===== src/design/mts_pkg.sv =====
`timescale 1ns / 1ps
// Package for the midtone transfer stretch core: sample width, full scale,
// register indexes and the types shared by the pipeline stages. No dependencies.
package mts_pkg;

  localparam int SAMPLE_BITS = 16;
  localparam int DIV_W       = 2 * SAMPLE_BITS;
  localparam int ADDR_W      = 4;

  localparam logic [SAMPLE_BITS-1:0] FULL_SCALE = {SAMPLE_BITS{1'b1}};

  typedef enum logic [1:0] {
    REG_SHADOW    = 2'd0,
    REG_HIGHLIGHT = 2'd1,
    REG_MIDTONE   = 2'd2
  } reg_index_t;

  typedef struct packed {
    logic [SAMPLE_BITS-1:0] shadow;
    logic [SAMPLE_BITS-1:0] highlight;
    logic [SAMPLE_BITS-1:0] midtone;
  } cfg_t;

  typedef struct packed {
    logic [DIV_W-1:0]       rem;
    logic [DIV_W-1:0]       den;
    logic [DIV_W-1:0]       num;
    logic [SAMPLE_BITS-1:0] quo;
    logic                   flag_lo;
    logic                   flag_hi;
  } div_t;

endpackage


===== src/design/mts_front.sv =====
`timescale 1ns / 1ps
// Input stage: offsets the sample into the clip window and sets up the first division.
// Depends on mts_pkg.
module mts_front (
  input  logic                            clk,
  input  logic                            rst,
  input  mts_pkg::cfg_t                   cfg,
  input  logic                            in_valid,
  output logic                            in_ready,
  input  logic [mts_pkg::SAMPLE_BITS-1:0] in_sample,
  output logic                            out_valid,
  input  logic                            out_ready,
  output mts_pkg::div_t                   out_data
);
  import mts_pkg::*;

  logic [SAMPLE_BITS-1:0] offset;
  logic [SAMPLE_BITS-1:0] span;
  div_t                   data_next;

  assign in_ready = !out_valid || out_ready;
  assign offset   = in_sample - cfg.shadow;
  assign span     = cfg.highlight - cfg.shadow;

  always_comb begin
    data_next.rem     = DIV_W'(offset);
    data_next.num     = DIV_W'(offset);
    data_next.den     = DIV_W'(span);
    data_next.quo     = '0;
    data_next.flag_lo = (in_sample <= cfg.shadow);
    data_next.flag_hi = (in_sample >= cfg.highlight);
  end

  always_ff @(posedge clk) begin
    if (rst) begin
      out_valid <= 1'b0;
    end else if (in_ready) begin
      out_valid <= in_valid;
    end
  end

  always_ff @(posedge clk) begin
    if (in_ready && in_valid) begin
      out_data <= data_next;
    end
  end

endmodule


===== config.mk =====
export PLATFORM = sky130hd
export DESIGN_NAME = mts_front
export DESIGN_NICKNAME = d
export VERILOG_FILES = /design/src/design/mts_pkg.sv /design/src/design/mts_front.sv
export SDC_FILE = /design/constraint.sdc
export NUM_CORES = 1
export LEC_CHECK = 0
export BUFFER_PORTS_ARGS = -buffer_cell sky130_fd_sc_hd__buf_4
export CORE_AREA = 3 3 94 96
export DETAILED_ROUTE_END_ITERATION = 8
export DIE_AREA = 0 0 97 99
export GPL_TIMING_DRIVEN = 0
export PLACE_DENSITY = 0.8
export SLEW_MARGIN = 20
export SYNTH_ARGS = -nofsm -noshare
export SYNTH_HDL_FRONTEND = slang
export SYNTH_SLANG_ARGS = --single-unit

===== constraint.sdc =====
create_clock -name clk -period 5.3 [get_ports clk]
set_clock_uncertainty 0.05 [all_clocks]
set_input_delay 1.06 -clock clk [delete_from_list [all_inputs] [get_ports clk]]
set_output_delay 1.06 -clock clk [all_outputs]
set_load 0.05 [all_outputs]

==> impl_metrics.json <==
{
  "critPathBufInv": 2,
  "first_iter_violations": 101,
  "clock_transition_at_the_registers_of_the_reported_paths_ns": 0.07,
  "yosys-mux-area-fraction": 0.002655,
  "syn_inst": 418,
  "cp-end-kind": "flop",
  "cts_max_level": 2,
  "synth_adder_area_share": 0.1666,
  "cts_buffer_depth": 2,
  "timing.critical_path.fanout_max": 3,
  "starting_density_of_the_core": 0.4635,
  "worst_path_largest_cell_delay_ns": 0.40,
  "gp_routability_congestion": 0.9154,
  "cts_hold_buffers": 0,
  "total_of_fill_cells_in_the_finished_design": 701,
  "startpoint_type": "input pin",
  "synth.cell_area_sq_um": 3770,
  "area.sequential_sq_um": 1041,
  "fin_tns_setup_ns": 0,
  "yosysSeqAreaShare": 0.2761,
  "crit_slowest_cell": "fa_1",
  "grt_first_pass_wirelength_um": 14920,
  "synth_top_family_by_area": "buffers and inverters",
  "antenna_left": 0,
  "placementRows": 33,
  "place.detailed.hpwl_um": 7742,
  "coreArea_sq_um": 8134,
  "clock_sinks": 35,
  "vias": 3326,
  "postCtsSetupBuffers": 0,
  "route.detailed.drc": 0,
  "layout_min_cycle_time_ns": 2.908,
  "asyncSetResetFlopFracSynth": 0,
  "period_share": 0.5486,
  "groute.usage.overall": 0.1895,
  "clkLatencyLatePin_ns": 0.28,
  "synth_compound_gate_area_share": 0.1872,
  "wirelength_um": 9114,
  "synthesis.area_per_instance_sq_um": 9.019,
  "critical_path.top_delay_family": "simple AND/OR/NAND/NOR gates",
  "max_cap_viol_count": 0,
  "cts-root-buf": "clkbuf_8",
  "total_of_endpoints_with_negative_setup_slack_in_the_final_report": 0,
  "most_instantiated_flip_flop_cell_in_the_synthesis_netlist": "edfxtp_1",
  "p_total_uw": 1247,
  "mostFrequentLayoutCells": "183 x buf_4, 64 x conb_1, 47 x ha_1",
  "chipHeight_um": 99,
  "synth_seq_cells": 35,
  "drive_above_1_share": 0.3339,
  "synth.top_cell.area_share": 0.2708,
  "cts_tree": "yes",
  "fp.dieArea_sq_um": 9603,
  "cell_by_cell_trace_of_the_critical_path": "buf_4, inv_1, ha_1, fa_1, nor2b_1, o31ai_1, a21oi_1, nor3_1, or3b_1",
  "timing.fmax_mhz": 343.9,
  "nets": 709,
  "area_delta_synth_final_pct": 33.16,
  "multi_input_area_sq_um": 2190,
  "number_of_enable_type_register_cells_in_the_synthesized_netlist": 34,
  "fin_hold_viols": 0,
  "worst_ep_required_ns": 5.29,
  "arrival_ns": 2.89,
  "synth_area_leaders": "edfxtp_1 27%, buf_4 16%, ha_1 16%",
  "maxSlewViolCount": 0,
  "max-vdd-ir-drop_v": 0.0001193,
  "p_leak_uw": 0.002630,
  "grt_max_degree": 19,
  "overflow": 0,
  "synth_xor_area_frac": 0.05111,
  "yosys.area_share.simple": 0.1092,
  "detail_route.wl_per_cell_um": 13.06,
  "synth.largest_area_cell": "edfxtp_1",
  "cts.repair.resized": 0,
  "grt_antenna_before_repair": 0,
  "ioPinCount": 184,
  "cts_buffers": 5,
  "pwr_density_cell_nw_per_um2": 248.3,
  "cp_class": "in -> reg",
  "antenna_cells_inserted": 0,
  "io_buffers": 103,
  "rsz_0062_raised_after_global_routing": "no",
  "run_status": "finished clean",
  "drt-vias-per-instance": 4.765,
  "reg2reg_setup_slack_ns": 3.84,
  "via_count_of_the_first_global_routing_pass": 3253,
  "netlist-cell-type-count": 53,
  "yosysWarnings": 0,
  "drt_pass_1_iters": 4,
  "commonest_non_fill_non_tap_cell_in_the_layout": "buf_4",
  "worst_hold_path_type": "reg -> reg",
  "die_width_um": 97
}
[synth_stat cells (6+ instances only)]
| master | n |
|---|---|
| buf_4 | 80 |
| ha_1 | 47 |
| inv_1 | 43 |
| edfxtp_1 | 34 |
| a21oi_1 | 27 |
| o21ai_0 | 19 |
| nor2_1 | 18 |
| xnor2_1 | 16 |
| nand2_1 | 15 |
| a21o_1 | 12 |
| nand2b_1 | 11 |
| o21a_1 | 8 |
| nand4_1 | 7 |
| nor2b_1 | 7 |
| xor2_1 | 6 |
[final timing paths]
kind	from	to	cells past startpoint
min	out_valid$_SDFFE_PP0N_	out_valid$_SDFFE_PP0N_	2
max reg2reg	out_valid$_SDFFE_PP0N_	out_data[57]$_DFFE_PP_	3
min reg2reg	out_valid$_SDFFE_PP0N_	out_valid$_SDFFE_PP0N_	2
max	cfg[16]	out_data[64]$_DFFE_PP_	9
[registers in the layout, summed over array words and instances, names as in the netlist]
register / count
out_data: 34
out_valid: 1
[kinds of logic (layout without fill, tap and decap cells)]
group / Yosys count / in the layout
other cells: 1 / 64
fa+ha+maj: 49 / 49
compound gates: 104 / 104
buf+inv: 127 / 239
xor+xnor: 22 / 22
simple gates: 79 / 79
flops: 35 / 35
mux: 1 / 1
[per-stage QoR]
stage | hold WS [ns] | cell area, sq um | util | worst slack (ns) | cells
2_1_floorplan | 1.064 | 4006 | - | 2.415 | 481
3_5_place_dp | 0.4842 | 4940 | 0.6073 | 2.127 | 690
5_1_grt | 0.5337 | 5020 | 0.6171 | 2.273 | 698
4_1_cts | 0.4949 | 5020 | 0.6171 | 2.431 | 698
3_3_place_gp | 0.4478 | 4911 | 0.6038 | 2.162 | 689
6_report | 0.4877 | 5020 | 0.6171 | 2.392 | 698
[where the power goes]
group / internal (uW) / switching (uW)
Sequential: 353 / 13.2
Combinational: 242 / 455
Clock: 89.6 / 93.8
Total: 685 / 562
[cell type report]
type                       count  share of cell area
tap                          105             0.02617
timing repair buffer         104              0.1595
clock inverter                 2            0.001496
buffer                        84              0.1226
clock buffer                   6             0.01446
sequential                    35              0.2074
inverter                      43             0.03215
multi-input combinational    319              0.4362
[metal layers]
metal,track usage,wire length [um],share of wire,vias up
met5,0,0,0,-
met4,0.05076,137,0.015,0
met3,0.04529,813,0.089,11
met2,0.3296,4268,0.47,151
met1,0.2355,3894,0.43,1470
li1,-,-,-,1694
[worst min-delay path, delay by kind of cell, from the launching register on]
family / cells / cell delay (ns)
simple gates: 1 / 0.11
flops: 1 / 0.32
compound gates: 1 / 0.07
Note: power is estimated with default switching activity, not from simulation.
