===== src/design/mts_pkg.sv =====
`timescale 1ns / 1ps
// Package for the midtone transfer stretch core: sample width, full scale,
// register indexes and the types shared by the pipeline stages. No dependencies.
package mts_pkg;

  localparam int SAMPLE_BITS = 16;
  localparam int DIV_W       = 2 * SAMPLE_BITS;
  localparam int ADDR_W      = 4;

  localparam logic [SAMPLE_BITS-1:0] FULL_SCALE = {SAMPLE_BITS{1'b1}};

  typedef enum logic [1:0] {
    REG_SHADOW    = 2'd0,
    REG_HIGHLIGHT = 2'd1,
    REG_MIDTONE   = 2'd2
  } reg_index_t;

  typedef struct packed {
    logic [SAMPLE_BITS-1:0] shadow;
    logic [SAMPLE_BITS-1:0] highlight;
    logic [SAMPLE_BITS-1:0] midtone;
  } cfg_t;

  typedef struct packed {
    logic [DIV_W-1:0]       rem;
    logic [DIV_W-1:0]       den;
    logic [DIV_W-1:0]       num;
    logic [SAMPLE_BITS-1:0] quo;
    logic                   flag_lo;
    logic                   flag_hi;
  } div_t;

endpackage


===== src/design/mts_mid.sv =====
`timescale 1ns / 1ps
// Middle stages: finishes the clip quotient, forms the transfer numerator and
// denominator products, and sets up the second division. Depends on mts_pkg.
module mts_mid (
  input  logic          clk,
  input  logic          rst,
  input  mts_pkg::cfg_t cfg,
  input  logic          in_valid,
  output logic          in_ready,
  input  mts_pkg::div_t in_data,
  output logic          out_valid,
  input  logic          out_ready,
  output mts_pkg::div_t out_data
);
  import mts_pkg::*;

  logic                   xc_valid;
  logic                   xc_ready;
  logic [SAMPLE_BITS-1:0] xc;
  logic                   xc_zero;
  logic                   xc_full;
  logic [SAMPLE_BITS-1:0] xc_next;
  logic [SAMPLE_BITS-1:0] quo_fix;

  logic                   prod_valid;
  logic                   prod_ready;
  logic [DIV_W-1:0]       prod_num;
  logic [DIV_W-1:0]       prod_mid;
  logic                   prod_zero;
  logic                   prod_full;
  logic [SAMPLE_BITS-1:0] inv_mid;

  assign in_ready   = !xc_valid || xc_ready;
  assign xc_ready   = !prod_valid || prod_ready;
  assign prod_ready = !out_valid || out_ready;

  // A remainder below the offset means the dividend minus one step drops a unit.
  assign quo_fix = in_data.quo - SAMPLE_BITS'(in_data.rem < in_data.num);

  always_comb begin
    priority if (in_data.flag_lo) begin
      xc_next = '0;
    end else if (in_data.flag_hi) begin
      xc_next = FULL_SCALE;
    end else begin
      xc_next = quo_fix;
    end
  end

  assign inv_mid = FULL_SCALE - cfg.midtone;

  always_ff @(posedge clk) begin
    if (rst) begin
      xc_valid   <= 1'b0;
      prod_valid <= 1'b0;
      out_valid  <= 1'b0;
    end else begin
      if (in_ready) begin
        xc_valid <= in_valid;
      end
      if (xc_ready) begin
        prod_valid <= xc_valid;
      end
      if (prod_ready) begin
        out_valid <= prod_valid;
      end
    end
  end

  always_ff @(posedge clk) begin
    if (in_ready && in_valid) begin
      xc      <= xc_next;
      xc_zero <= in_data.flag_lo;
      xc_full <= in_data.flag_hi;
    end
    if (xc_ready && xc_valid) begin
      prod_num  <= DIV_W'(inv_mid) * DIV_W'(xc);
      prod_mid  <= DIV_W'(cfg.midtone) * DIV_W'(FULL_SCALE - xc);
      prod_zero <= xc_zero;
      prod_full <= xc_full;
    end
    if (prod_ready && prod_valid) begin
      out_data.rem     <= prod_num;
      out_data.num     <= prod_num;
      out_data.den     <= prod_mid + prod_num;
      out_data.quo     <= '0;
      out_data.flag_lo <= prod_zero;
      out_data.flag_hi <= prod_full;
    end
  end

endmodule


===== config.mk =====
export PLATFORM = sky130hd
export DESIGN_NAME = mts_mid
export DESIGN_NICKNAME = d
export VERILOG_FILES = /design/src/design/mts_pkg.sv /design/src/design/mts_mid.sv
export SDC_FILE = /design/constraint.sdc
export NUM_CORES = 1
export LEC_CHECK = 0
export ABC_AREA = 1
export BUFFER_PORTS_ARGS = -buffer_cell sky130_fd_sc_hd__buf_2
export CAP_MARGIN = 5
export CORE_ASPECT_RATIO = 0.7
export CORE_MARGIN = 3
export CORE_UTILIZATION = 51
export DETAILED_ROUTE_END_ITERATION = 8
export GPL_ROUTABILITY_DRIVEN = 0
export PLACE_DENSITY_LB_ADDON = 0.25
export SETUP_SLACK_MARGIN = 0.3
export SLEW_MARGIN = 20
export SYNTH_ARGS = -nofsm -noshare
export SYNTH_HDL_FRONTEND = slang
export SYNTH_SLANG_ARGS = --single-unit

===== constraint.sdc =====
create_clock -name clk -period 18.5 [get_ports clk]
set_clock_uncertainty 0.05 [all_clocks]
set_input_delay 3.7 -clock clk [delete_from_list [all_inputs] [get_ports clk]]
set_output_delay 3.7 -clock clk [all_outputs]
set_load 0.005 [all_outputs]

==> metrics.md, run 1 <==
| Metric | Value |
|---|---|
| Clock root cell | clkbuf_16 |
| Vias in the first global route | around 21,000 |
| Cell Area, Synth | about 26,000 um^2 |
| Detail Placement HPWL | between 50,000 and 60,000 um |
| TritonCTS clock tree | done |
| CTS Buf Count | 17 |
| Clk slew on worst S/H paths | around 0.06 ns |
| Initial Util | 51.9% |
| Simple-Gate Fraction of Synth Area | about a fifth |
| Final setup fails | 0 |
| Startpoint Class | primary input |
| Total global routing overflow | 0 |
| Max-slew headroom | between 20% and 30% |
| Largest family of logic cells by synthesized area | adder cells |
| Setup bufs post-CTS | 0 |
| Post-synth cell types | 39 |
| Ant diodes | 0 |
| Hold Path Class | reg2reg |
| CTS Buffer Depth | 2 |
| EDFF count, synth | 150 |
| Die Span X | 278 um |
| Synth warnings | 0 |
| Post-Synth XOR/XNOR Area | under 10% |
| DIE AREA | 54,600 um^2 |
| Yosys reg bits | 153 |
| Clock sinks | between 150 and 200 |
| Critical path endpoint category | flop |
| Detailed Routing Iterations Pass 1 | 9 |
| Via/cell ratio | 5.21 |
| Sequential share of the synthesized area | 17.3% |
| Max Freq | slightly above 0.1 GHz |
| Max_cap viols | 0 |
| Outcome | completed |
| Adder-Cell Fraction of Synth Area | 42.9% |
| Post_cts resized | 0 |
| Crit share post-route | ~53% |
| Initial antenna violation count | 0 |
| Final max-slew violation count | 0 |
| Worst Max-Slew Pin Slew | 1.12 ns |
| WL/cell | 17.5 um |
| Post-Place Setup Slack | 8.41 ns |
| Most area-consuming cells after synthesis | fa_1 30%, edfxtp_1 17%, ha_1 13% |
| First-pass GRT wire length | 118,000 um |
| Compound-Gate Fraction of Synth Area | under 10% |
| Core area | 50,900 um^2 |
| Fin Hold WS | 0.365 ns |
| Worst EP arrival | between 9 and 10 ns |
| Layout cell share with drive strength beyond 1 | 8.38% |
| Post-synthesis async set-or-reset flop share | 0% |
| Number of DRC markers in iteration 0 | 2,096 |
| Chip Height | about 200 um |
| CP required | 18.67 ns |
| Total Wirelength | just over 70,000 um |
| Mux contribution to synthesized area | 0% |
| PortBufs | about 200 |
| Largest net degree at the start of global routing | between 60 and 70 |
| Total GRT Usage | 27.8% |
| Synth Instances | 3,347 |
| Final setup TNS | 0 ns |
| Mean Syn Cell Area | slightly below 8 um^2 |
| Clk Latency, worst-skew pair | 0.47 ns |
| DR DRC count | 0 |
| Worst Slack Setup Final | 8.74 ns |
| CP Max Fanout | 17 |
| Predominant post-synthesis flop cell | edfxtp_1 |
| Tmin final | around 10 ns |
| Top cell type's share of synthesized area | 29.5% |
| Setup CP Type | in2reg |
| RSZ-0062 raised after global routing | no |
| Post-synth top area cell | fa_1 |
| Fin. Hold Viols | 0 |
| Post-CTS Hold Buffers | 0 |
| Vias | 21,600 |
| FP Rows | 69 |
| Antenna Nets Post-Route | 0 |
| Final #Nets | 4,297 |
| Maximum level of the CTS H-tree | 4 |
| Layout area overhead | 7.31% |
| Io pins | 282 |
## cell families (layout without fill, tap and decap cells)
logic type,Yosys count,after routing
adders and majority gates,672,672
xor gates and xnor gates,56,56
other,1,16
DFF,153,153
buffers and inverters,955,1065
and+or+nand+nor,1380,1380
AOI/OAI and AO/OA,130,130
## through the flow
step | utilization [%] | cells | cell area, um^2
3_5_place_dp | 54.5 | 4114 | 27800
4_1_cts | 55.7 | 4146 | 28400
2_1_floorplan | - | 3362 | 26500
3_3_place_gp | 54.5 | 4114 | 27800
6_report | 55.7 | 4146 | 28400
5_1_grt | 55.7 | 4146 | 28400
## worst paths after layout
path                       end  depth (start not counted)  slack [ns]    start
setup / recovery  prod_num[21]                         21        8.74  cfg[10]
hold / removal       prod_zero                          0        0.37  xc_zero
setup reg to reg  prod_mid[31]                         20       11.69   xc[11]
hold reg to reg      prod_zero                          0        0.37  xc_zero
## layout make-up
cell class                 count  area (um^2)
clock inverter                15          168
clock buffer                  17          425
inverter                     814         3060
fill                        4809        22600
sequential                   153         4560
tap                          674          843
multi-input combinational   2254        18200
timing repair buffer         219         1140
## sequential cells by signal, indices dropped and copies added (netlist names)
signal,flops
prod_mid,32
out_valid,1
prod_zero,1
prod_full,1
prod_valid,1
out_data,66
xc_full,1
xc,16
prod_num,32
xc_zero,1
xc_valid,1
## layer usage
| layer | GRT usage, % | up-vias | share of wire, % |
|---|---|---|---|
| met4 | 5.31 | 0 | 1.6 |
| met5 | 0 | - | 0 |
| li1 | - | 10100 | - |
| met3 | 6.95 | 97 | 12 |
| met2 | 42.0 | 1036 | 42 |
| met1 | 40.9 | 10400 | 44 |
## synth_stat cells (4+ instances only)
| cell type | count |
|---|---|
| nand2_1 | 836 |
| inv_1 | 802 |
| fa_1 | 390 |
| nor2_1 | 361 |
| ha_1 | 282 |
| edfxtp_1 | 150 |
| nand3_1 | 104 |
| clkbuf_1 | 86 |
| a21oi_1 | 82 |
| buf_4 | 48 |
| xor2_1 | 48 |
| o21ai_0 | 25 |
| nand4_1 | 24 |
| o21bai_1 | 14 |
| nor2_2 | 13 |
| clkinv_1 | 11 |
| nand3_2 | 11 |
| nor3_1 | 11 |
| nand2_2 | 9 |
| xnor2_1 | 8 |
| and2_1 | 4 |
| buf_2 | 4 |
## worst max-delay path: stages
cell,delay (ns)
buf_2,0.08
buf_4,0.32
clkinv_1,0.85
nand2_1,0.32
fa_1,0.49
fa_1,0.51
fa_1,0.52
inv_1,0.05
fa_1,0.50
fa_1,0.49
inv_1,0.05
fa_1,0.50
inv_1,0.05
ha_1,0.35
nand2_1,0.13
nor2_1,0.36
nand3_1,0.18
nand3_2,0.20
nand3_2,0.10
nand3_1,0.09
nand2_1,0.05
## placed cells by master (no fill, tap or decap), types with 4 or more instances in the layout
| master | Yosys | final |
|---|---|---|
| nand2_1 | 836 | 836 |
| inv_1 | 802 | 801 |
| fa_1 | 390 | 390 |
| nor2_1 | 361 | 361 |
| ha_1 | 282 | 282 |
| buf_2 | 4 | 201 |
| edfxtp_1 | 150 | 150 |
| nand3_1 | 104 | 104 |
| a21oi_1 | 82 | 81 |
| xor2_1 | 48 | 48 |
| o21ai_0 | 25 | 25 |
| nand4_1 | 24 | 24 |
| buf_4 | 48 | 18 |
| clkbuf_16 | 0 | 17 |
| conb_1 | 1 | 16 |
| o21bai_1 | 14 | 14 |
| nor2_2 | 13 | 13 |
| clkinv_1 | 11 | 12 |
| nand3_2 | 11 | 11 |
| nor3_1 | 11 | 11 |
| nand2_2 | 9 | 9 |
| xnor2_1 | 8 | 8 |
| and2_1 | 4 | 4 |
| inv_6 | 0 | 4 |
Power of run 1 is left out: the tool's default activity adds up to more than one toggle a clock period on the data nets, which glitch-free logic cannot reach.
==> inputs of run 2 (changes only) <==
==> constraint.sdc (replaced) <==
create_clock -name clk -period 9.6 [get_ports clk]
set_clock_uncertainty 0.05 [all_clocks]
set_input_delay 1.92 -clock clk [delete_from_list [all_inputs] [get_ports clk]]
set_output_delay 1.92 -clock clk [all_outputs]
set_load 0.005 [all_outputs]
==> run 2 against run 1 <==
Net effect:
- register-to-register slack lost 8.9 ns
- critical path depth grew 1
- final cell count barely moved
- global-route usage hardly changed
- critical path type unchanged
==> metrics.md, run 2 (same netlist as run 1, synthesis figures left out) <==
| Metric | Value |
|---|---|
| Detail Placement HPWL | between 50,000 and 60,000 um |
| CTS Buf Count | 17 |
| Ant diodes | 0 |
| PortBufs | 201 |
| Max_cap viols | 0 |
| Layout cell share with drive strength beyond 1 | 8.43% |
| Max Freq | around 0.13 GHz |
| Setup CP Type | in2reg |
| Total global routing overflow | 0 |
| Hold Path Class | reg2reg |
| Antenna Nets Post-Route | 0 |
| Post-Route M1 WL | 31,500 um |
| Worst Hold End | prod_full |
| Initial Util | 51.9% |
| Setup bufs post-CTS | 0 |
| Reg2Reg Setup Slack | 2.81 ns |
| Worst path cell trace | buf_2, inv_1, nand2_1, fa_1, inv_1, fa_1, inv_1, fa_1, inv_1, fa_1, fa_1, inv_1, fa_1, inv_1, ha_1, nand2_1, nor2_1, nand3_1, nand3b_2, nand2_1, nand3_1, nand2_1 |
| Vias | ~21,000 |
| Die Span X | between 200 and 300 um |
| Final setup fails | 0 |
| Largest registers | out_data (66), prod_mid (32), prod_num (32) |
| Slowest-stage cell, CP | inv_1 |
| Outcome | completed |
| Number of DRC markers in iteration 0 | between 1,500 and 2,000 |
| Core area | 50,900 um^2 |
| Startpoint Class | primary input |
| Critical path endpoint category | flop |
| Final max-slew violation count | 0 |
| Crit share post-route | 80.2% |
| Layout area overhead | 7.42% |
| DIE AREA | 54,600 um^2 |
| Commonest non-fill, non-tap cell in the layout | nand2_1 |
| CP required | 9.76 ns |
| CP Max Fanout | 18 |
| Crit Reg-Reg Startpoint | xc[11] |
| DR DRC count | 0 |
| Clk slew on worst S/H paths | 0.06 ns |
| Top Metal Used | met4 |
| Via/cell ratio | 5.18 |
| Initial antenna violation count | 0 |
| Vias in the first global route | between 20,000 and 25,000 |
| Met3 wire len | ~9000 um |
| Clk Latency, worst-skew pair | about 0.45 ns |
| Clock sinks | 153 |
| Post-CTS Hold Buffers | 0 |
| Clock root cell | clkbuf_16 |
| Chip Height | 196 um |
| Worst EP arrival | 7.86 ns |
| Detailed Routing Iterations Pass 1 | 7 |
| Total Wirelength | 72,700 um |
| Largest reg by FF count | out_data |
| Tmin final | 7.70 ns |
| Fin. Hold Viols | 0 |
| Hold Crit Depth | 0 |
| RR Endpoint | prod_num[28] |
| Commonest cells after routing, fill and taps aside | 836 x nand2_1, 801 x inv_1, 390 x fa_1 |
| Routed wl met2 | 30,600 um |
| FF-to-FF path depth | 20 |
| Max-slew headroom | 28.0% |
| Total GRT Usage | 27.8% |
| Max FFs per register | 66 |
| Worst Max-Slew Pin Slew | 1.08 ns |
| Io pins | around 280 |
| Largest net degree at the start of global routing | 67 |
| Post_cts resized | 0 |
| TritonCTS clock tree | done |
| Final #Nets | approximately 4,300 |
| RSZ-0062 raised after global routing | no |
| WL/cell | 17.5 um |
| HP Start | xc_full |
| CTS Buffer Depth | 2 |
| First-pass GRT wire length | 117,000 um |
| Maximum level of the CTS H-tree | 4 |
| Max incr delay on CP | 0.73 ns |
| Final setup TNS | 0 ns |
| FP Rows | between 60 and 70 |
==> run 2: through the flow <==
| stage | hold WS, ns | cells | setup WS, ns | cell area, um^2 | utilization [%] |
|---|---|---|---|---|---|
| final | 0.369 | 4149 | 1.90 | 28400 | 55.7 |
| after CTS | 0.369 | 4149 | 2.03 | 28400 | 55.7 |
| after detailed placement | 0.355 | 4120 | 1.56 | 27800 | 54.6 |
| after floorplan | 0.350 | 3362 | 2.51 | 26500 | - |
| after global placement | 0.351 | 4120 | 1.59 | 27800 | 54.6 |
| after global routing | 0.376 | 4149 | 1.62 | 28400 | 55.7 |
==> run 2: worst max path at each step <==
| stage | slack (ns) | startpoint | end | cells after the start |
|---|---|---|---|---|
| after detailed placement | 1.56 | cfg[7] | prod_num[31] | 22 |
| after floorplan | 2.51 | cfg[7] | prod_num[31] | 24 |
| after global routing | 1.62 | cfg[7] | prod_num[31] | 22 |
| final | 1.90 | cfg[7] | prod_num[31] | 22 |
| after global placement | 1.59 | cfg[3] | prod_mid[29] | 21 |
| after CTS | 2.03 | cfg[7] | prod_num[31] | 22 |
==> run 2: cell type report <==
type | count | area [um^2]
clock inverters | 10 | 145
multi-input cells | 2254 | 18200
inverters | 814 | 3060
fillers | 4747 | 22600
clock buffers | 19 | 433
well taps | 674 | 843
flip-flops and latches | 153 | 4560
repair buffers | 225 | 1190
==> run 2: worst max-delay path: cells and delay by family <==
kind	cells	cell delay, ns
and+or+nand+nor	8	1.26
buffers and inverters	7	1.27
adders and majority gates	7	3.38
==> run 2: layer usage <==
metal  track usage (%)  up-vias
li1                  -    10100
met1              39.6    10200
met2              41.8     1056
met3              8.34      116
met4              6.51        0
met5                 0        -
Power of run 2 is left out for the same reason.
