===== src/design/mts_pkg.sv =====
`timescale 1ns / 1ps
// Package for the midtone transfer stretch core: sample width, full scale,
// register indexes and the types shared by the pipeline stages. No dependencies.
package mts_pkg;

  localparam int SAMPLE_BITS = 16;
  localparam int DIV_W       = 2 * SAMPLE_BITS;
  localparam int ADDR_W      = 4;

  localparam logic [SAMPLE_BITS-1:0] FULL_SCALE = {SAMPLE_BITS{1'b1}};

  typedef enum logic [1:0] {
    REG_SHADOW    = 2'd0,
    REG_HIGHLIGHT = 2'd1,
    REG_MIDTONE   = 2'd2
  } reg_index_t;

  typedef struct packed {
    logic [SAMPLE_BITS-1:0] shadow;
    logic [SAMPLE_BITS-1:0] highlight;
    logic [SAMPLE_BITS-1:0] midtone;
  } cfg_t;

  typedef struct packed {
    logic [DIV_W-1:0]       rem;
    logic [DIV_W-1:0]       den;
    logic [DIV_W-1:0]       num;
    logic [SAMPLE_BITS-1:0] quo;
    logic                   flag_lo;
    logic                   flag_hi;
  } div_t;

endpackage


===== src/design/mts_div_cell.sv =====
`timescale 1ns / 1ps
// One restoring division step: shifts the partial remainder and develops one quotient bit.
// Depends on mts_pkg.
module mts_div_cell (
  input  logic          clk,
  input  logic          rst,
  input  logic          in_valid,
  output logic          in_ready,
  input  mts_pkg::div_t in_data,
  output logic          out_valid,
  input  logic          out_ready,
  output mts_pkg::div_t out_data
);
  import mts_pkg::*;

  logic [DIV_W:0] rem_shift;
  logic [DIV_W:0] rem_diff;
  div_t           data_next;

  assign in_ready  = !out_valid || out_ready;
  assign rem_shift = {in_data.rem, 1'b0};
  assign rem_diff  = rem_shift - {1'b0, in_data.den};

  always_comb begin
    data_next = in_data;
    if (rem_shift >= {1'b0, in_data.den}) begin
      data_next.rem = rem_diff[DIV_W-1:0];
      data_next.quo = {in_data.quo[SAMPLE_BITS-2:0], 1'b1};
    end else begin
      data_next.rem = rem_shift[DIV_W-1:0];
      data_next.quo = {in_data.quo[SAMPLE_BITS-2:0], 1'b0};
    end
  end

  always_ff @(posedge clk) begin
    if (rst) begin
      out_valid <= 1'b0;
    end else if (in_ready) begin
      out_valid <= in_valid;
    end
  end

  always_ff @(posedge clk) begin
    if (in_ready && in_valid) begin
      out_data <= data_next;
    end
  end

endmodule


===== config.mk =====
export PLATFORM = sky130hd
export DESIGN_NAME = mts_div_cell
export DESIGN_NICKNAME = d
export VERILOG_FILES = /design/src/design/mts_pkg.sv /design/src/design/mts_div_cell.sv
export SDC_FILE = /design/constraint.sdc
export NUM_CORES = 1
export LEC_CHECK = 0
export BUFFER_PORTS_ARGS = -buffer_cell sky130_fd_sc_hd__buf_2
export CAP_MARGIN = 20
export CORE_ASPECT_RATIO = 0.6
export CORE_MARGIN = 3
export CORE_UTILIZATION = 45
export CTS_CLUSTER_DIAMETER = 60
export DETAILED_ROUTE_END_ITERATION = 7
export PLACE_DENSITY = 0.75
export SETUP_SLACK_MARGIN = 0.05
export SYNTH_ARGS = -nofsm -noshare
export SYNTH_HDL_FRONTEND = slang
export SYNTH_SLANG_ARGS = --single-unit

===== constraint.sdc =====
create_clock -name clk -period 8.1 [get_ports clk]
set_input_delay 0.405 -clock clk [delete_from_list [all_inputs] [get_ports clk]]
set_output_delay 0.405 -clock clk [all_outputs]
set_load 0.005 [all_outputs]

==> results of run 1 <==
==> power breakdown <==
part           switching, W  leakage, nW  total (W)  internal, W
clock network      0.000288        0.304   0.000781     0.000493
registers         0.0000106         1.11   0.000727     0.000716
logic              0.000164         2.11   0.000318     0.000154
total              0.000462         3.52    0.00183      0.00136
==> through the flow <==
step	util	instances	setup WS, ns	total power (W)	hold WS (ns)
detailed placement	0.577	824	4.27	0.00105	0.522
CTS	0.627	856	4.70	0.00184	0.143
global placement	0.577	824	4.31	0.00104	0.496
floorplan	-	439	4.41	0.000942	0.474
finish	0.629	857	4.64	0.00183	0.154
global route	0.629	857	4.40	0.00190	0.148
==> cell families after synthesis <==
| family | Yosys count |
|---|---|
| buf+inv | 50 |
| fa+ha+maj | 33 |
| compound gates | 103 |
| simple gates | 84 |
| flops | 115 |
| mux | 29 |
| xor+xnor | 25 |
==> layer usage <==
metal / vias to the layer above / routed length (um) / track usage
met5: - / 34 / 0
li1: 2145 / - / -
met1: 2138 / 6630 / 0.261
met2: 185 / 6640 / 0.321
met4: 6 / 160 / 0.0536
met3: 22 / 1310 / 0.0737
==> sequential cells by signal, summed over array words and instances (netlist names) <==
register	flops
out_valid	1
out_data	114
==> worst max-delay path by stage <==
stage / start / slack (ns) / to / cells past startpoint
global placement: in_data[52] / 4.31 / out_data[112] / 11
detailed placement: in_data[52] / 4.27 / out_data[102] / 11
CTS: in_data[52] / 4.70 / out_data[102] / 11
floorplan: out_ready / 4.41 / out_data[0] / 2
global route: in_data[52] / 4.40 / out_data[102] / 11
finish: in_data[52] / 4.64 / out_data[102] / 11
==> cell usage in the layout, fill, tap and decap left out, types with 3 or more instances in the layout <==
master | synthesis | routed
o31ai_1 | 6 | 6
or3_1 | 3 | 3
xor2_1 | 11 | 11
inv_1 | 36 | 36
clkinv_4 | 0 | 4
a31oi_1 | 4 | 4
a21o_1 | 15 | 15
a21oi_1 | 24 | 24
and3_1 | 3 | 3
mux2_4 | 19 | 19
and2_1 | 5 | 4
nor3_1 | 4 | 4
nand3_1 | 6 | 6
inv_6 | 0 | 3
o21ai_0 | 18 | 18
a21boi_0 | 4 | 4
a211oi_1 | 3 | 3
nand2b_1 | 4 | 4
nand2_1 | 15 | 15
nor2b_1 | 4 | 4
clkbuf_16 | 0 | 17
edfxtp_1 | 114 | 114
o21a_1 | 7 | 7
nand4_1 | 12 | 12
buf_2 | 0 | 232
nor2_1 | 18 | 18
o211ai_1 | 4 | 4
bufinv_16 | 0 | 3
mux2_2 | 8 | 8
ha_1 | 32 | 32
xnor2_1 | 14 | 14
inv_8 | 1 | 4
==> area by class of cell <==
| class | instances | area [um^2] | area share |
|---|---|---|---|
| Multi-Input combinational cell | 274 | 2200 | 0.281 |
| Tap cell | 165 | 206 | 0.0264 |
| Inverter | 37 | 146 | 0.0187 |
| Sequential cell | 115 | 3440 | 0.441 |
| Timing Repair Buffer | 234 | 1200 | 0.153 |
| Clock inverter | 15 | 198 | 0.0253 |
| Clock buffer | 17 | 425 | 0.0545 |
==> critical path: stages <==
cell and delay [ns]:
buf_2 0.09, inv_1 0.04, ha_1 0.35, nor2b_1 0.17, o31a_1 0.28, o31ai_1 0.78
o21ai_0 0.28, a21boi_0 0.57, o21ai_0 0.20, xor2_1 0.18, mux2_4 0.26
==> impl_metrics.env, run 1 <==
export IMPL_place_area_um2=7160
export IMPL_synth_area_mux_share=0.0672
export IMPL_synth_warnings=0
export IMPL_synth_fa_ha_area_frac=0.0715
export IMPL_async_flop_share=0
export IMPL_initial_utilization=0.474
export IMPL_crit_path_end_kind="register"
export IMPL_synth_seq_area_share=0.585
export IMPL_clock_sinks=115
export IMPL_arrival_ns=3.62
export IMPL_rr_startpoint="out_valid"
export IMPL_synthTopCellsByCount="edfxtp_1 (114), inv_1 (36), ha_1 (32), a21oi_1 (24), mux2_4 (19)"
export IMPL_synth_flop_cell="edfxtp_1"
export IMPL_crit_fanout=5
export IMPL_rows=31
export IMPL_ant_nets=0
export IMPL_worst_setup_path_start_kind="input port"
export IMPL_gp_congestion=0.881
export IMPL_gr_total_overflow=0
export IMPL_vias_per_cell=5.25
export IMPL_period_minus_slack_ns=3.46
export IMPL_finalClockSkew_ns=0.00635
export IMPL_min_to="out_valid"
export IMPL_grt_pass1_vias=4545
export IMPL_synth_edf_count=114
export IMPL_avgSynthCellArea_um2=13.4
export IMPL_cts_hold_buf=0
export IMPL_grt_max_degree=87
export IMPL_cts_root_buf="clkbuf_16"
export IMPL_syn_cell_area_um2=5880
export IMPL_synth_simple_gate_area_frac=0.0768
export IMPL_first_pass_iters=4
export IMPL_drv_cap=0
export IMPL_drc=0
export IMPL_final_hold_violation_count=0
export IMPL_core_um2=12400
export IMPL_cts_resized=0
export IMPL_setup_viol=0
export IMPL_grt_use_total=0.201
export IMPL_syn_num_nets=590
export IMPL_synth_compound_area_frac=0.120
export IMPL_drive_above_1_share=0.441
export IMPL_reg2reg_to="out_data[70]"
export IMPL_cellPowerDensity_nw_per_um2=234
export IMPL_maxSlewHeadroom=0.387
export IMPL_htreeDepth=4
export IMPL_hold_class="in2reg"
export IMPL_clockBufferDepth=2
export IMPL_vdd_ir_drop_max_v=0.000133
export IMPL_synth_xor_area_frac=0.0372
export IMPL_area_growth_pct=32.8
export IMPL_fmax_mhz=289
export IMPL_synth_area_leader_cell="edfxtp_1"
export IMPL_finalSetupTns_ns=0
export IMPL_status="finished, final reports clean"
export IMPL_clk_pin_slew_ns=0.06
export IMPL_io_pins=234
export IMPL_rrSetupSlack_ns=6.16
export IMPL_drt_wl_total_um=14800
export IMPL_synth_most_common_cell="edfxtp_1"
export IMPL_die_area_um2=14500
export IMPL_nFillCells=1005
export IMPL_ys_ff_latch=115
export IMPL_synthCells=439
export IMPL_synth_top_family_by_area="compound AO/OA/AOI/OAI gates"
export IMPL_die_y_um=94.6
export IMPL_crit_type="in2reg"
export IMPL_vias=4496
export IMPL_numCtsBuffers=17
export IMPL_reg2reg_depth=4
export IMPL_drtIter0Drc=228
export IMPL_yosys_area_top_type_share=0.582
export IMPL_clock_latency_ns=0.41
export IMPL_hpwlAfterDp_um=11500
export IMPL_io_buffers=232
export IMPL_grt_pass1_wl_um=23000
export IMPL_cts_setup_buffers=0
export IMPL_rsz0062_at_grt="false"
export IMPL_p_leak_nw=3.52
export IMPL_tightest_slew_ns=0.912
export IMPL_nets=830
export IMPL_synth_area_leaders="edfxtp_1 (58%), ha_1 (6.8%), mux2_4 (4.9%)"
export IMPL_period_share=0.427
export IMPL_grt_antenna_before_repair=3
export IMPL_hp_start="rst"
export IMPL_drv_slew=0
export IMPL_design_area_um2=7810
export IMPL_ys_types=57
export IMPL_holdPathStages=2
export IMPL_tritoncts="yes"
export IMPL_wire_per_inst_um=17.2
export IMPL_die_x_um=154
export IMPL_diodes=0
export IMPL_crit_required_ns=8.26
No activity file was read; power rests on OpenSTA's default activity.
==> run 2, diff against run 1 <==
--- a/config.mk
+++ b/config.mk
@@ -9,10 +9,10 @@
 export CAP_MARGIN = 20
 export CORE_ASPECT_RATIO = 0.6
 export CORE_MARGIN = 3
-export CORE_UTILIZATION = 45
+export CORE_UTILIZATION = 44
 export CTS_CLUSTER_DIAMETER = 60
 export DETAILED_ROUTE_END_ITERATION = 7
-export PLACE_DENSITY = 0.75
+export PLACE_DENSITY = 0.76
 export SETUP_SLACK_MARGIN = 0.05
 export SYNTH_ARGS = -nofsm -noshare
 export SYNTH_HDL_FRONTEND = slang
==> constraint.sdc (replaced) <==
create_clock -name clk -period 3.1 [get_ports clk]
set_input_delay 0.155 -clock clk [delete_from_list [all_inputs] [get_ports clk]]
set_output_delay 0.155 -clock clk [all_outputs]
set_load 0.005 [all_outputs]
==> run 2 against run 1 <==
Compared with the run above:
- die area up 2.2%
- worst setup slack worse by 4.5 ns
- clock skew up 0.0044 ns
- sequential share of layout area shrank 5.8 points
- clock power rose to 2.7 times the previous value
- global-route usage is 1.4 points higher
- non-clock buffer count increased by 107
- sequential power rose to 2.6 times the previous value
- via count up 9.9%
- wire length increased by 13%
- design area grew 15%
==> impl_metrics.env, run 2 (synthesis gave the netlist of run 1 again) <==
export IMPL_postLayoutCoreUtil=0.694
export IMPL_crit_fanout=7
export IMPL_clk_pin_slew_ns=0.06
export IMPL_crit_path_end_kind="register"
export IMPL_holdPathStages=1
export IMPL_period_minus_slack_ns=2.99
export IMPL_tritoncts="yes"
export IMPL_cts_root_buf="clkbuf_16"
export IMPL_cellPowerDensity_nw_per_um2=561
export IMPL_hpwlAfterDp_um=11700
export IMPL_nets=939
export IMPL_fmax_mhz=335
export IMPL_p_leak_nw=4.02
export IMPL_htreeDepth=4
export IMPL_drt_wl_total_um=16700
export IMPL_vias=4941
export IMPL_nFillCells=940
export IMPL_path_buf_inv=6
export IMPL_drv_slew=0
export IMPL_core_um2=13000
export IMPL_p_int_w=0.00380
export IMPL_worst_setup_path_start_kind="input port"
export IMPL_diodes=0
export IMPL_rows=32
export IMPL_reg2reg_depth=3
export IMPL_crit_type="in2reg"
export IMPL_dp_cells=846
export IMPL_cp_cell_sequence="dlygate4sd3_1, buf_2, inv_2, ha_4, buf_6, a21o_1, a311o_1, nor2_1, o21a_1, a21oi_4, o21ai_4, and3_4, buf_4, inv_8, mux2_4"
export IMPL_drive_above_1_share=0.432
export IMPL_drtIter0Drc=278
export IMPL_met3WireLength_um=1720
export IMPL_grt_antenna_before_repair=1
export IMPL_grt_max_degree=51
export IMPL_period_share=0.964
export IMPL_top_register="out_data"
export IMPL_arrival_ns=3.14
export IMPL_met2_length_um=7510
export IMPL_grt_pass1_wl_um=24800
export IMPL_seqPwrFrac=0.377
export IMPL_rsz0062_at_grt="false"
export IMPL_setup_viol=0
export IMPL_ant_nets=0
export IMPL_die_area_um2=14800
export IMPL_switching_share=0.248
export IMPL_gp_congestion=0.938
export IMPL_io_pins=234
export IMPL_max_stage_delay_ns=0.53
export IMPL_p_comb_frac=0.199
export IMPL_worst_path_stages=15
export IMPL_clock_latency_ns=0.41
export IMPL_clockBufferDepth=2
export IMPL_netSwitchingPower_w=0.00125
export IMPL_first_pass_iters=5
export IMPL_p_clk_frac=0.424
export IMPL_area_growth_pct=53.0
export IMPL_reg_largest_list="out_data: 114 flops, out_valid: 1 flops"
export IMPL_top_layer_used="met5"
export IMPL_instances_no_fill=971
export IMPL_gr_total_overflow=0
export IMPL_final_hold_violation_count=0
export IMPL_critPathSlowestCell="dlygate4sd3_1"
export IMPL_vdd_ir_drop_max_v=0.000362
export IMPL_most_common_layout_cells="buf_2 (232), edfxtp_1 (114), dlygate4sd3_1 (82)"
export IMPL_crit_required_ns=3.25
export IMPL_drc=0
export IMPL_largest_reg_flops=114
export IMPL_place_area_um2=7310
export IMPL_vias_per_cell=5.09
export IMPL_status="finished, final reports clean"
export IMPL_numCtsBuffers=17
export IMPL_critPathTopFamily="buffers and inverters"
export IMPL_power_w=0.00505
export IMPL_drv_cap=0
export IMPL_wl_met1_um=7390
export IMPL_multi_input_area_um2=2270
export IMPL_regArea_um2=3440
export IMPL_final_common_cell="buf_2"
export IMPL_finalClockSkew_ns=0.0108
export IMPL_die_y_um=95.6
export IMPL_hold_slack_ns=0.0165
export IMPL_maxSlewHeadroom=0.633
export IMPL_clock_sinks=115
export IMPL_die_x_um=155
export IMPL_initial_utilization=0.453
export IMPL_grt_pass1_vias=4958
export IMPL_design_area_um2=9000
export IMPL_hold_class="in2reg"
export IMPL_tightest_slew_ns=0.551
export IMPL_grt_use_total=0.215
export IMPL_wire_per_inst_um=17.2
export IMPL_io_buffers=232
-- run 2: path summary, 6_finish.rpt --
kind	startpoint	to	slack [ns]
setup reg to reg	out_valid	out_data[97]	1.38
hold / removal	in_data[50]	out_data[50]	0.02
setup / recovery	in_data[68]	out_data[102]	0.11
hold reg to reg	out_valid	out_data[28]	0.98
-- run 2: worst reg2reg max path, cell delays in order (launching register included) --
cell,delay (ns)
dfxtp_1,0.31
nand2b_1,0.10
and2_4,0.51
buf_4,0.46
-- run 2: power by group through the flow --
stage | clock [W] | combinational (W) | sequential [W]
after floorplan | 0 | 0.000501 | 0.00195
after global placement | 0 | 0.000838 | 0.00193
after detailed placement | 0 | 0.000859 | 0.00193
after CTS | 0.00218 | 0.000944 | 0.00190
after global routing | 0.00225 | 0.00110 | 0.00191
final | 0.00214 | 0.00101 | 0.00190
-- run 2: cell type report --
type	instances	share of cell area
well taps	170	0.0236
multi-input cells	274	0.253
inverters	37	0.0184
flip-flops and latches	115	0.383
repair buffers	341	0.247
clock buffers	19	0.0503
clock inverters	13	0.0218
repair inverters	2	0.00306
-- run 2: what timing repair did --
item / 4_1_cts / 5_1_grt
endpoints found under the hold margin: 81 / 0
setup endpoints to repair: 0 / 29
hold buffers: 82 / 0
resized for setup: 0 / 24
buffers inserted: 0 / 9
-- run 2: through the flow --
stage / setup TNS [ns] / setup WS [ns]
after floorplan: 0 / 0.223
after global placement: 0 / 0.0859
after detailed placement: -0.0131 / -0.0131
after CTS: 0 / 0.0901
after global routing: 0 / 0.0403
final: 0 / 0.111
-- run 2: layer usage --
layer  global-route usage  up-vias
met5                    0        -
met4               0.0495        2
met3               0.0812        8
met2                0.334      245
met1                0.288     2323
li1                     -     2363
